==> src/rtl/core/ecb_pkg.sv <==
// Package for the edge coverage bitmap: field widths, defaults and shared types.
// No dependencies; used by every module under rtl/core.
`default_nettype none

package ecb_pkg;

    localparam int ADDR_W           = 64;
    localparam int CNT_W            = 8;
    localparam int BUCKET_COUNT_DEF = 16384;
    localparam int RES_DEPTH_DEF    = 4;

    typedef enum logic [1:0] {
        ST_CLEAR = 2'b01,
        ST_RUN   = 2'b10
    } t_state;

    typedef struct packed {
        logic push;
        logic push_data;
        logic pop;
    } t_res_ctl;

endpackage

`default_nettype wire

==> src/rtl/core/ecb_result_fifo.sv <==
// Small result queue between the counter update stage and the output channel.
// Depends on ecb_pkg for the control struct and the default depth.
`default_nettype none

module ecb_result_fifo #(
    parameter int DEPTH = ecb_pkg::RES_DEPTH_DEF
) (
    input  wire logic                       i_clk,
    input  wire logic                       i_rst_n,
    input  wire ecb_pkg::t_res_ctl          i_ctl,
    output logic                            o_valid,
    output logic                            o_data,
    output logic [$clog2(DEPTH+1)-1:0]      o_count
);

    localparam int PTR_W = (DEPTH > 1) ? $clog2(DEPTH) : 1;
    localparam int CNT_W = $clog2(DEPTH+1);

    logic [DEPTH-1:0] r_mem;
    logic [PTR_W-1:0] r_wr_ptr, n_wr_ptr;
    logic [PTR_W-1:0] r_rd_ptr, n_rd_ptr;
    logic [CNT_W-1:0] r_count, n_count;

    always_comb begin
        n_wr_ptr = r_wr_ptr;
        n_rd_ptr = r_rd_ptr;
        n_count  = r_count;
        if (i_ctl.push) begin
            n_wr_ptr = (r_wr_ptr == PTR_W'(DEPTH-1)) ? '0 : r_wr_ptr + 1'b1;
        end
        if (i_ctl.pop) begin
            n_rd_ptr = (r_rd_ptr == PTR_W'(DEPTH-1)) ? '0 : r_rd_ptr + 1'b1;
        end
        priority if (i_ctl.push && !i_ctl.pop) begin
            n_count = r_count + 1'b1;
        end else if (!i_ctl.push && i_ctl.pop) begin
            n_count = r_count - 1'b1;
        end else begin
            n_count = r_count;
        end
    end

    always_ff @(posedge i_clk) begin
        if (!i_rst_n) begin
            r_wr_ptr <= '0;
            r_rd_ptr <= '0;
            r_count  <= '0;
        end else begin
            r_wr_ptr <= n_wr_ptr;
            r_rd_ptr <= n_rd_ptr;
            r_count  <= n_count;
        end
    end

    always_ff @(posedge i_clk) begin
        if (i_ctl.push) begin
            r_mem[r_wr_ptr] <= i_ctl.push_data;
        end
    end

    assign o_valid = (r_count != '0);
    assign o_data  = r_mem[r_rd_ptr];
    assign o_count = r_count;

endmodule

`default_nettype wire
==> config.mk <==
export PLATFORM = sky130hd
export DESIGN_NAME = ecb_result_fifo
export DESIGN_NICKNAME = d
export VERILOG_FILES = /design/src/rtl/core/ecb_pkg.sv /design/src/rtl/core/ecb_result_fifo.sv
export SDC_FILE = /design/constraint.sdc
export NUM_CORES = 1
export LEC_CHECK = 0
export ABC_AREA = 1
export BUFFER_PORTS_ARGS = -buffer_cell sky130_fd_sc_hd__buf_2
export CELL_PAD_IN_SITES_DETAIL_PLACEMENT = 1
export CELL_PAD_IN_SITES_GLOBAL_PLACEMENT = 1
export CORE_ASPECT_RATIO = 0.8
export CORE_MARGIN = 2
export CORE_UTILIZATION = 34
export DETAILED_ROUTE_END_ITERATION = 6
export PLACE_DENSITY = 0.74
export SETUP_SLACK_MARGIN = 0.05
export SLEW_MARGIN = 20
export SYNTH_ARGS = -nofsm -noshare
export SYNTH_HDL_FRONTEND = slang
export SYNTH_SLANG_ARGS = --single-unit
==> constraint.sdc <==
create_clock -name i_clk -period 1.15 [get_ports i_clk]
set_input_delay 0.1725 -clock i_clk [delete_from_list [all_inputs] [get_ports i_clk]]
set_output_delay 0.1725 -clock i_clk [all_outputs]
set_load 0.005 [all_outputs]
# After elaboration in Yosys (flattened, before gate mapping)
# Cells that the tools add are included.
# W data, S select, Z words.
[totals]
reg_bits = 11
inputBits = 5
[classes]
addsub = 4
n_lt_le_gt_ge = 3
n_eq_ne = 2
n_mux = 9
reduce_logical = 7
[op_table]
columns = ["op", "n"]
rows = [
  ["$lt A2 B3 Y1 const B", 2],
  ["$mux W3", 2],
  ["$add A2 B1 Y2 const B", 2],
  ["$bwmux W4", 1],
  ["$eq A2 B2 Y1 const B", 2],
  ["$mux W2", 2],
  ["$add A3 B1 Y3 const B", 1],
  ["$logic_and A1 B1 Y1", 3],
  ["$reduce_bool A3 Y1", 1],
  ["$sub A3 B1 Y3 const B", 1],
  ["$bmux W1 S2", 1],
  ["$demux W1 S2", 1],
  ["$ge A2 B1 Y1 const B", 1],
  ["$logic_not A1 Y1", 2],
  ["$mux W1", 2],
  ["$reduce_bool A2 Y1", 1],
]

# Longest topological paths before layout
# Gate-level depths: netlist of run 1.
[depth]
ltp_word = 5
ltp_mapped = 10

# Least setup slack after synthesis of run 1
# OpenSTA, ideal clock, no wires.
[synth_path]
kind = "in2reg"
startpoint = "input port i_ctl[0] in the netlist's numbering"
endpoint = "register r_count[2] (netlist: o_count[2])"
setup_ns = 0.110
arrival_ns = 1.131
slack_ns = -0.091
stages = 10
n_path_buf = 0
path_cell_list = "inv_1 ha_1 inv_1 fa_1 inv_1 nand2_1 nand3_1 nand2_1 inv_1 nor2_1"
[synth_between]
elab_chain_len = 3
word_cells_on_any_way = 5
cone_classes = "1 x mux; 4 x reduce/logical"
[synth_lines]
columns = ["item", "line_no", "text"]
rows = [
  ["from (decl)", "ecb_result_fifo.sv:10", "input wire ecb_pkg::t_res_ctl i_ctl,"],
  ["$logic_not A1 Y1", "ecb_result_fifo.sv:34", "priority if (i_ctl.push && !i_ctl.pop) begin"],
  ["$logic_and A1 B1 Y1", "ecb_result_fifo.sv:34", ""],
  ["$mux W3 or $reduce_bool A2 Y1 (tied branches)", "-", ""],
  ["to (signal assigned)", "ecb_result_fifo.sv:51", "r_count <= n_count;"],
  ["to (decl)", "ecb_result_fifo.sv:22", "logic [CNT_W-1:0] r_count, n_count;"],
]
# Several ways; a longest one is shown, not always the timed one.
# A chain may end at the register's enable or synchronous reset.

# Worst setup path after layout of run 1
[layout_path]
startpoint = "register r_mem[3]"
endpoint = "output port o_data"
[layout_between]
elab_chain_len = 2
[layout_lines]
columns = ["item", "line_no", "text"]
rows = [
  ["from (decl)", "ecb_result_fifo.sv:19", "logic [DEPTH-1:0] r_mem;"],
  ["from (signal, indexed assignment)", "ecb_result_fifo.sv:57", "r_mem[r_wr_ptr] <= i_ctl.push_data;"],
  ["$bmux W1 S2", "ecb_result_fifo.sv:62", "assign o_data = r_mem[r_rd_ptr];"],
  ["$mux W1 (not written as such)", "ecb_result_fifo.sv:62", ""],
  ["to (decl)", "ecb_result_fifo.sv:12", "output logic o_data,"],
]
# No other way between the ends. The select of a mux whose other input is x is not followed.

==> implementation parameters, run 1 <==
Parameter                              Value

Outcome
  Status    complete, but fails checks
  Failing checks    setup timing

Clock network
  H-tree levels    1
  Bufs on Longest Clock Path    2
  TritonCTS clock tree    done
  Clock insertion delay at the later pin of the skew report    0.26 ns
  Number of clock buffers inserted by TritonCTS    3
  Clock root buffer    sky130_fd_sc_hd__clkbuf_4
  CTS sink count    11
  Clock transition at the registers of the reported paths    0.07 ns

Setup path
  Data required time at the worst endpoint    0.98 ns
  Most frequent cell on the critical path    sky130_fd_sc_hd__nand2_1
  Category of the critical setup timing path    reg2out
  Kind of end point of the critical path    output pin
  Longest individual stage delay on the worst path    0.36 ns
  Cell chain of the critical path    nand2_1 > nand2_1 > a21oi_2 > a21oi_1 > buf_2
  Worst path slowest cell    sky130_fd_sc_hd__edfxtp_1
  Maximum net fanout on the critical path    1
  Type of element launching the critical path    register
  Data arrival, critical path    1.03 ns

STA
  Worst Max-Slew Pin Slew    0.1958 ns
  Final critical-path required period    1.202 ns
  Setup ws final    -0.05218 ns
  Total Neg Setup Slack    -0.05218 ns
  Number of failing hold endpoints at the final stage    0
  Setup repair after global routing missed its margin    true
  Headroom to the max-slew limit    86.94%
  Min Hold Slack    0.1302 ns
  Max-slew violations    0
  Post-route clock skew    0.003126 ns
  Fraction of the cycle the final worst path needs    104.5%
  FMAX    0.8318 GHz
  Final count of negative-setup-slack endpoints    1

Synth
  Share of synthesized cell area in full adder, half adder and majority cells    16.49%
  Netlist cell types    18
  FF+latch count, synth    11
  Ys Warns    0
  Synth Area in Simple Gates    18.66%
  Post-Synthesis Cell Area    576.8 um2
  Average footprint of a synthesized cell    8.482 um2
  Number of nets produced by synthesis    80
  Mux cell area share after synthesis    0%
  Post-Synthesis Cells    68
  Part of the Yosys area used for sequential elements    45.12%
  Fraction of the mapped netlist area in compound gates    7.809%
  Synth Area in XOR/XNOR    1.518%
  Dominant combinational cell family by area after synthesis    simple AND/OR/NAND/NOR gates

Routing
  Total wire length after detailed routing    1090 um
  Remaining antenna violation count after routing    0
  Routed length per placed instance    10.28 um
  Pre-Repair DR Iteration Count    2
  Via Count    462
  Vias per std cell    4.358
  Remaining routing DRC violations    0
  First-iteration detailed-routing DRC count    2

Power and ir drop
  Logic gate share of total power    25.2%
  Power density of the placed cells    1255 nW/um2
  Peak supply drop    0.6239 mV
  Switching power of the nets    0.2794 mW
  Internal power component    0.6925 mW
  Clock Power Share    26.3%
  Sw frac    28.74%
  Power share of the sequential group    48.5%
  Leakage power summed over all cells    0.3705 nW

Die
  Die boundary height    40.84 um
  Total core area    1610 um2
  Number of top-level pins    10
  Die Span X    50.05 um
  Area enclosed by the die boundary    2044 um2
  Starting density of the core    35.82%
  Number of standard-cell rows in the floorplan    13

Place
  Count of input and output buffers    9
  Routability congestion estimate    0.6762
  Instance area after placement    696.9 um2
  HPWL after detailed placement    890.4 um

Global routing
  Largest net degree at the start of global routing    8
  Wire length of the first global-routing pass    1863 um
  Total overflow reported by the global router    0
  Total GRT Usage    13.00%
  Number of global-route vias before repair    412
  Initial antenna violation count    0

Layout
  Fill cells    191
  Post-layout net count    97
  Total inserted antenna cells    0
  Area overhead of the layout relative to synthesis    34.27%
  Design area    774.5 um2
  Layout cells sized above 1    44.05%
  Top library cells by usage in the layout, fill and taps aside    sky130_fd_sc_hd__inv_1, sky130_fd_sc_hd__nand2_1, sky130_fd_sc_hd__buf_2

Flow run
  Max Cap Violations    0

Hold path
  Min-Delay Path Class    in2reg
==> power by group through the flow <==
stage | Sequential (mW) | Combinational [mW] | Clock [mW]
global route | 0.478 | 0.285 | 0.296
finish | 0.471 | 0.245 | 0.255
floorplan | 0.475 | 0.129 | 0
detailed placement | 0.477 | 0.212 | 0
CTS | 0.469 | 0.241 | 0.262
global placement | 0.476 | 0.206 | 0
==> state kept, by name, summed over array words and instances, names as in the netlist <==
signal / count
o_count: 3
r_mem: 4
r_rd_ptr: 2
r_wr_ptr: 2
==> path summary, 6_finish.rpt <==
check,from,end,slack [ns],depth (start not counted)
worst min-delay path,i_ctl[1],r_mem[0],0.13,1
worst min register to register,o_count[0],o_count[0],0.48,1
worst max register to register,o_count[0],o_count[2],0.02,7
worst max-delay path,r_mem[3],o_data,-0.05,5
==> what timing repair did <==
action,in CTS,in global routing
pin swaps,4,7
setup buffers,1,0
endpoints found under the setup margin,4,7
hold endpoints to repair,0,0
gates resized for setup,11,5
hold buffers,0,0
==> area by class of cell <==
type | count | area (um2) | area share [%]
Multi-Input combinational cell | 42 | 301.5 | 38.93
Sequential cell | 11 | 271.5 | 35.06
Timing Repair Buffer | 13 | 78.83 | 10.18
Inverter | 14 | 68.82 | 8.885
Tap cell | 22 | 27.53 | 3.554
Clock buffer | 4 | 26.28 | 3.393
==> metrics by stage <==
stage | total power [mW] | cells | setup slack, ns | utilization (%)
after floorplan | 0.6040 | 68 | 0.03746 | -
after global placement | 0.6818 | 101 | -0.2181 | 43.28
after detailed placement | 0.6884 | 101 | -0.2513 | 43.28
after CTS | 0.9723 | 106 | -0.05219 | 47.09
after global routing | 1.058 | 106 | -0.1279 | 48.10
final | 0.9719 | 106 | -0.05218 | 48.10
==> cells by family after synthesis <==
kind of cell    after synthesis
compound gates                9
xor+xnor                      1
fa+ha+maj                     7
buf+inv                      15
flops                        11
simple gates                 25
==> metal layers <==
| layer | vias up | GRT usage, % | routed length, um | share of wire (%) |
|---|---|---|---|---|
| li1 | 246 | - | - | - |
| met1 | 211 | 18.22 | 557 | 51 |
| met2 | 3 | 18.75 | 500 | 46 |
| met3 | 2 | 4.380 | 25 | 2.3 |
| met4 | 0 | 4.167 | 6 | 0.55 |
| met5 | - | 0 | 0 | 0 |
==> worst max-delay path, delay by kind of cell (launching register included) <==
family,cells,cell delay (ns)
DFF,1,0.36
buffers and inverters,1,0.12
AOI/OAI and AO/OA,2,0.15
and+or+nand+nor,2,0.13
==> cells in the mapped netlist <==
cell / number / share of area (%)
sky130_fd_sc_hd__a21oi_1: 6 / 5.2
sky130_fd_sc_hd__buf_4: 1 / 1.3
sky130_fd_sc_hd__dfxtp_1: 7 / 24
sky130_fd_sc_hd__edfxtp_1: 4 / 21
sky130_fd_sc_hd__fa_1: 1 / 3.5
sky130_fd_sc_hd__ha_1: 6 / 13
sky130_fd_sc_hd__inv_1: 12 / 7.8
sky130_fd_sc_hd__inv_2: 2 / 1.3
sky130_fd_sc_hd__nand2_1: 11 / 7.2
sky130_fd_sc_hd__nand2_2: 1 / 1.1
sky130_fd_sc_hd__nand3_1: 1 / 0.87
sky130_fd_sc_hd__nand4_1: 1 / 1.1
sky130_fd_sc_hd__nor2_1: 9 / 5.9
sky130_fd_sc_hd__nor3_1: 1 / 0.87
sky130_fd_sc_hd__nor3_2: 1 / 1.7
sky130_fd_sc_hd__o21ai_0: 1 / 0.87
sky130_fd_sc_hd__o21ai_1: 2 / 1.7
sky130_fd_sc_hd__xnor2_1: 1 / 1.5
Note: power is estimated with default switching activity, not from simulation.
==> run 2: changes to the inputs <==
Settings changed: CTS_BUF_LIST set to sky130_fd_sc_hd__clkbuf_16.
==> run 2 against run 1 <==
Against the previous run: the run still ends with setup timing left; wire length increased by 7.1%; sequential power barely moved; critical path depth unchanged; critical endpoint unchanged; clock power increased by 140%; worst setup slack gained 0.040 ns; global-route usage is 0.75 points higher; first-iteration DRC count is the same; largest cell class unchanged; register-to-register slack about the same; largest power group is now clock.
==> implementation parameters, run 2 (same netlist as run 1, synthesis figures left out) <==
Parameter                              Value

Setup path
  Most frequent cell on the critical path    sky130_fd_sc_hd__nand2_1
  Worst path slowest cell    sky130_fd_sc_hd__dfxtp_4
  Cell chain of the critical path    nand2_1 > nand2_1 > a21oi_2 > a21oi_1 > buf_2
  Kind of cell adding the most delay to the critical path    flip-flops
  Data required time at the worst endpoint    0.98 ns
  Type of element launching the critical path    register
  Data arrival, critical path    0.99 ns
  Maximum net fanout on the critical path    5
  Longest individual stage delay on the worst path    0.35 ns
  Kind of end point of the critical path    output pin
  Category of the critical setup timing path    reg2out
  Buffers and inverters on the worst path    1

Die
  Total core area    1610 um2
  Starting density of the core    35.82%
  Die Span X    50.05 um
  Number of top-level pins    10
  Area enclosed by the die boundary    2044 um2
  Die boundary height    40.84 um
  Number of standard-cell rows in the floorplan    13

Power and ir drop
  Peak supply drop    1.035 mV
  Leakage power summed over all cells    0.4016 nW
  Total power draw    1.343 mW
  Power density of the placed cells    1619 nW/um2

Global routing
  Largest net degree at the start of global routing    8
  Total overflow reported by the global router    0
  Initial antenna violation count    0
  Number of global-route vias before repair    417
  Total GRT Usage    13.74%
  Wire length of the first global-routing pass    1890 um

Place
  HPWL after detailed placement    890.4 um
  Placed instance count    101
  Count of input and output buffers    9
  Routability congestion estimate    0.6762

STA
  Final critical-path required period    1.162 ns
  Number of failing hold endpoints at the final stage    0
  Fraction of the cycle the final worst path needs    101.1%
  Min Hold Slack    0.1535 ns
  Headroom to the max-slew limit    89.53%
  Final count of negative-setup-slack endpoints    1
  FMAX    0.8604 GHz
  Post-route clock skew    0.0005147 ns
  Max-slew violations    0
  Worst Max-Slew Pin Slew    0.1559 ns
  Setup ws final    -0.01222 ns
  Total Neg Setup Slack    -0.01222 ns
  Setup repair after global routing missed its margin    true

Clock network
  TritonCTS clock tree    done
  Number of clock buffers inserted by TritonCTS    3
  # hold bufs at CTS    0
  H-tree levels    1
  CTS sink count    11
  Clock insertion delay at the later pin of the skew report    0.24 ns
  Clock transition at the registers of the reported paths    0.04 ns
  Bufs on Longest Clock Path    2
  Clock root buffer    sky130_fd_sc_hd__clkbuf_16

Layout
  Fill cells    190
  Post-Layout Cell Count    106
  Register ranked first by flip-flop count    r_mem
  Top library cells by usage in the layout, fill and taps aside    sky130_fd_sc_hd__inv_1, sky130_fd_sc_hd__nand2_1, sky130_fd_sc_hd__nor2_1, sky130_fd_sc_hd__buf_2
  Max reg flops    4
  Post-layout net count    97
  Final core area utilization    51.52%
  Total inserted antenna cells    0
  Area overhead of the layout relative to synthesis    43.82%
  Commonest non-fill, non-tap cell in the layout    sky130_fd_sc_hd__inv_1
  Layout cells sized above 1    44.05%

Flow run
  Max Cap Violations    0

Routing
  Pre-Repair DR Iteration Count    2
  Via Count    468
  First-iteration detailed-routing DRC count    2
  Remaining routing DRC violations    0
  Routed length per placed instance    11.01 um
  Total wire length after detailed routing    1167 um
  Remaining antenna violation count after routing    0
  Vias per std cell    4.415

Outcome
  Status    complete, but fails checks
  Failing checks    setup timing

Hold path
  Min-Delay Path Class    in2reg
## run 2: changes by cell type in the layout (fill, tap and decap cells not counted)
cell,delta
sky130_fd_sc_hd__clkbuf_16,+3
sky130_fd_sc_hd__clkbuf_1,-1
sky130_fd_sc_hd__clkbuf_4,-3
sky130_fd_sc_hd__inv_1,+1
sky130_fd_sc_hd__buf_2,-1
sky130_fd_sc_hd__buf_4,+1
## run 2: path summary, 6_finish.rpt
check / from / to / slack (ns) / depth (start not counted)
setup reg to reg: o_count[0] / o_count[2] / 0.01 / 5
hold reg to reg: o_count[0] / o_count[0] / 0.48 / 1
setup / recovery: r_rd_ptr[0] / o_data / -0.01 / 5
hold / removal: i_ctl[1] / r_mem[3] / 0.15 / 1
## run 2: per-stage QoR
step	area (um2)	worst slack, ns
2_1_floorplan	609.3	0.03746
3_3_place_gp	696.9	-0.2181
3_5_place_dp	696.9	-0.2513
4_1_cts	805.8	-0.03708
5_1_grt	829.5	-0.07464
6_report	829.5	-0.01222
## run 2: report_power, final
group | switching [mW] | internal, mW | total, mW
Sequential | 0.0309 | 0.443 | 0.474
Combinational | 0.129 | 0.119 | 0.248
Clock | 0.166 | 0.456 | 0.621
Total | 0.326 | 1.02 | 1.34
## run 2: what timing repair did
item                       CTS  global route
setup buffers                0             1
gates resized for setup     12             5
pin swaps                    3             2
cloned                       0             0
setup endpoints to repair    4             5
## run 2: layout make-up
class / instances / area (um2) / area share (%)
inverter: 14 / 68.82 / 8.296
tap: 22 / 27.53 / 3.318
sequential: 11 / 271.5 / 32.73
clock inverter: 1 / 3.754 / 0.4525
clock buffer: 3 / 75.07 / 9.050
multi-input combinational: 42 / 301.5 / 36.35
timing repair buffer: 13 / 81.33 / 9.804
## run 2: per-layer routing
metal	share of wire (%)	routed length [um]	global-route usage, %	vias up
li1	-	-	-	243
met1	50	581	16.89	214
met2	44	514	20.72	6
met3	4.0	47	5.474	5
met4	2.1	24	8.333	0
met5	0	0	0	-
==> run 3: changes to the inputs <==
Settings changed: ABC_AREA 1 to not set, CORE_ASPECT_RATIO 0.8 to not set, CORE_UTILIZATION 34 to 36, PLACE_DENSITY 0.74 to 0.73, SETUP_SLACK_MARGIN 0.05 to 0.5.
==> run 3 against run 2 <==
Against the previous run: the flow still finishes with violations (setup timing); sequential power increased by 3%; core utilization increased by 15 points; highest routed layer unchanged; cell count decreased by 18%; sequential cell count unchanged; synthesized area decreased by 4.1%; clock skew about the same; register-to-register slack got worse by 0.22 ns; clock-buffer cell count unchanged; first-iteration DRC count increased by 100%; global-route usage increased by 1.3 points; critical endpoint is now o_valid; die area decreased by 8.7%; synthesized cell count decreased by 32%.
==> implementation parameters, run 3 <==
Parameter                              Value

Setup path
  Data arrival, critical path    1.20 ns
  Reg2reg path depth    4
  R2r endpoint    o_count[2]
  Kind of end point of the critical path    output pin
  Worst r2r src    o_count[0]
  Data required time at the worst endpoint    0.98 ns
  Category of the critical setup timing path    reg2out
  Type of element launching the critical path    register
  Worst reg-to-reg setup slack    -0.21 ns
  Maximum net fanout on the critical path    3

Die
  Number of top-level pins    10
  Area enclosed by the die boundary    1866 um2
  Total core area    1471 um2
  Number of standard-cell rows in the floorplan    14
  Starting density of the core    37.59%
  Die Span X    43.20 um
  Die boundary height    43.20 um

Global routing
  Total GRT Usage    15.03%
  Total overflow reported by the global router    0
  Largest net degree at the start of global routing    8
  Initial antenna violation count    0
  Wire length of the first global-routing pass    1918 um
  Number of global-route vias before repair    445

Routing
  Pre-Repair DR Iteration Count    4
  Via Count    425
  Vias per std cell    4.885
  First-iteration detailed-routing DRC count    4
  Total wire length after detailed routing    1382 um
  Routed length per placed instance    15.89 um
  Remaining routing DRC violations    0
  Remaining antenna violation count after routing    0

Layout
  Total inserted antenna cells    0
  Layout cells sized above 1    74.65%
  Fill cells    141
  Area overhead of the layout relative to synthesis    75.79%
  Commonest non-fill, non-tap cell in the layout    sky130_fd_sc_hd__buf_6
  Post-layout net count    84
  Register ranked first by flip-flop count    r_mem
  Top library cells by usage in the layout, fill and taps aside    sky130_fd_sc_hd__buf_6, sky130_fd_sc_hd__buf_4, sky130_fd_sc_hd__ha_4
  Final core area utilization    66.07%
  Max reg flops    4

Synth
  Ys Warns    0
  Primary FF master, synth    sky130_fd_sc_hd__dfxtp_1
  Synth top area cells    sky130_fd_sc_hd__dfxtp_1, sky130_fd_sc_hd__edfxtp_1, sky130_fd_sc_hd__ha_1
  Number of enable-type register cells in the synthesized netlist    4
  Proportion of netlist area held by the largest area contributor    25.34%
  Netlist cell types    18
  Post-Synthesis Cell Area    553.0 um2
  Mux cell area share after synthesis    9.502%
  Most frequent cell after synthesis    sky130_fd_sc_hd__dfxtp_1
  FF+latch count, synth    11
  Share of synthesized cell area in full adder, half adder and majority cells    17.19%
  Synth cell count leaders    sky130_fd_sc_hd__dfxtp_1, sky130_fd_sc_hd__ha_1, sky130_fd_sc_hd__and2_1
  Library cell occupying the most area in the post-synthesis netlist    sky130_fd_sc_hd__dfxtp_1
  Post-Synthesis Cells    46
  Async SR Flop Fraction    0%
  Synth Area in Simple Gates    15.84%
  Synth Area in XOR/XNOR    3.167%
  Part of the Yosys area used for sequential elements    47.06%
  Number of nets produced by synthesis    58
  Dominant combinational cell family by area after synthesis    adder cells
  Fraction of the mapped netlist area in compound gates    4.525%
  Average footprint of a synthesized cell    12.02 um2

Power and ir drop
  Leakage power summed over all cells    0.4029 nW
  Total power draw    1.537 mW
  Peak supply drop    0.9933 mV
  Power density of the placed cells    1581 nW/um2

Clock network
  Clock root buffer    sky130_fd_sc_hd__clkbuf_16
  Clock insertion delay at the later pin of the skew report    0.24 ns
  # hold bufs at CTS    0
  TritonCTS clock tree    done
  Bufs on Longest Clock Path    2
  Number of clock buffers inserted by TritonCTS    3
  Clock transition at the registers of the reported paths    0.05 ns
  H-tree levels    1
  CTS sink count    11

Flow run
  Max Cap Violations    0

STA
  Final critical-path required period    1.370 ns
  Min Hold Slack    0.1623 ns
  Max-slew violations    0
  Worst Max-Slew Pin Slew    0.1858 ns
  FMAX    0.7300 GHz
  Number of failing hold endpoints at the final stage    0
  Setup ws final    -0.2199 ns
  Final count of negative-setup-slack endpoints    4
  Fraction of the cycle the final worst path needs    119.1%
  Setup repair after global routing missed its margin    true
  Headroom to the max-slew limit    87.37%
  Post-route clock skew    0.0005255 ns

Hold path
  Launch instance of the worst min-delay path    i_ctl[1]
  Hold Path Stages    1
  Hold Path End    r_mem[3]
  Min-Delay Path Class    in2reg

Outcome
  Failing checks    setup timing
  Status    complete, but fails checks

Place
  HPWL after detailed placement    819.6 um
  Routability congestion estimate    0.7128
  Worst Setup Slack post-DPL    -0.4097 ns
  Count of input and output buffers    9
## run 3: per-stage QoR
stage | area [um2] | setup TNS, ns | cells
6_report | 972.2 | -0.6875 | 87
5_1_grt | 972.2 | -0.8739 | 87
3_3_place_gp | 778.2 | -0.5395 | 77
4_1_cts | 927.1 | -0.6488 | 84
2_1_floorplan | 668.1 | -0.2272 | 46
3_5_place_dp | 778.2 | -0.5789 | 77
## run 3: how the worst max path moves through the flow
stage	from	end	slack (ns)	cells after the start
2_1_floorplan	o_count[0]	o_count[2]	-0.23	4
3_3_place_gp	i_ctl[0]	o_count[2]	-0.41	8
3_5_place_dp	i_ctl[0]	o_count[2]	-0.41	8
4_1_cts	r_rd_ptr[0]	o_data	-0.22	2
5_1_grt	o_count[0]	o_count[2]	-0.27	4
6_report	o_count[1]	o_valid	-0.22	3
## run 3: routing by layer
| layer | GRT usage (%) | up-vias | routed length [um] |
|---|---|---|---|
| met5 | 0 | - | 0 |
| met4 | 7.273 | 0 | 42 |
| li1 | - | 204 | - |
| met1 | 16.09 | 209 | 517 |
| met3 | 3.830 | 4 | 43 |
| met2 | 26.87 | 8 | 778 |
## run 3: logic make-up after synthesis
family	count (synthesis)
mux	4
simple gates	14
fa+ha+maj	7
compound gates	4
buf+inv	4
xor+xnor	2
flops	11
## run 3: what timing repair did
| item | in CTS | in global routing |
|---|---|---|
| pin swaps | 8 | 2 |
| gates resized for setup | 11 | 5 |
| endpoints found under the setup margin | 16 | 16 |
| buffers inserted | 3 | 3 |
| hold endpoints to repair | 0 | 0 |
## run 3: layout make-up
class	count	area, um2	area share (%)
sequential	11	274.0	28.19
timing repair buffer	21	178.9	18.40
tap	16	20.02	2.059
clock inverter	1	3.754	0.3861
multi-input combinational	31	395.4	40.67
inverter	4	25.02	2.574
clock buffer	3	75.07	7.722
## run 3: worst max-delay path: stages (launching register included)
cell and delay [ns]:
sky130_fd_sc_hd__dfxtp_2 0.33, sky130_fd_sc_hd__buf_6 0.12, sky130_fd_sc_hd__or3_4 0.38, sky130_fd_sc_hd__buf_6 0.13
## run 3: power by group
| part | switching, mW | internal, mW | total, mW |
|---|---|---|---|
| registers | 0.0406 | 0.446 | 0.487 |
| clock network | 0.186 | 0.458 | 0.644 |
| logic | 0.151 | 0.254 | 0.406 |
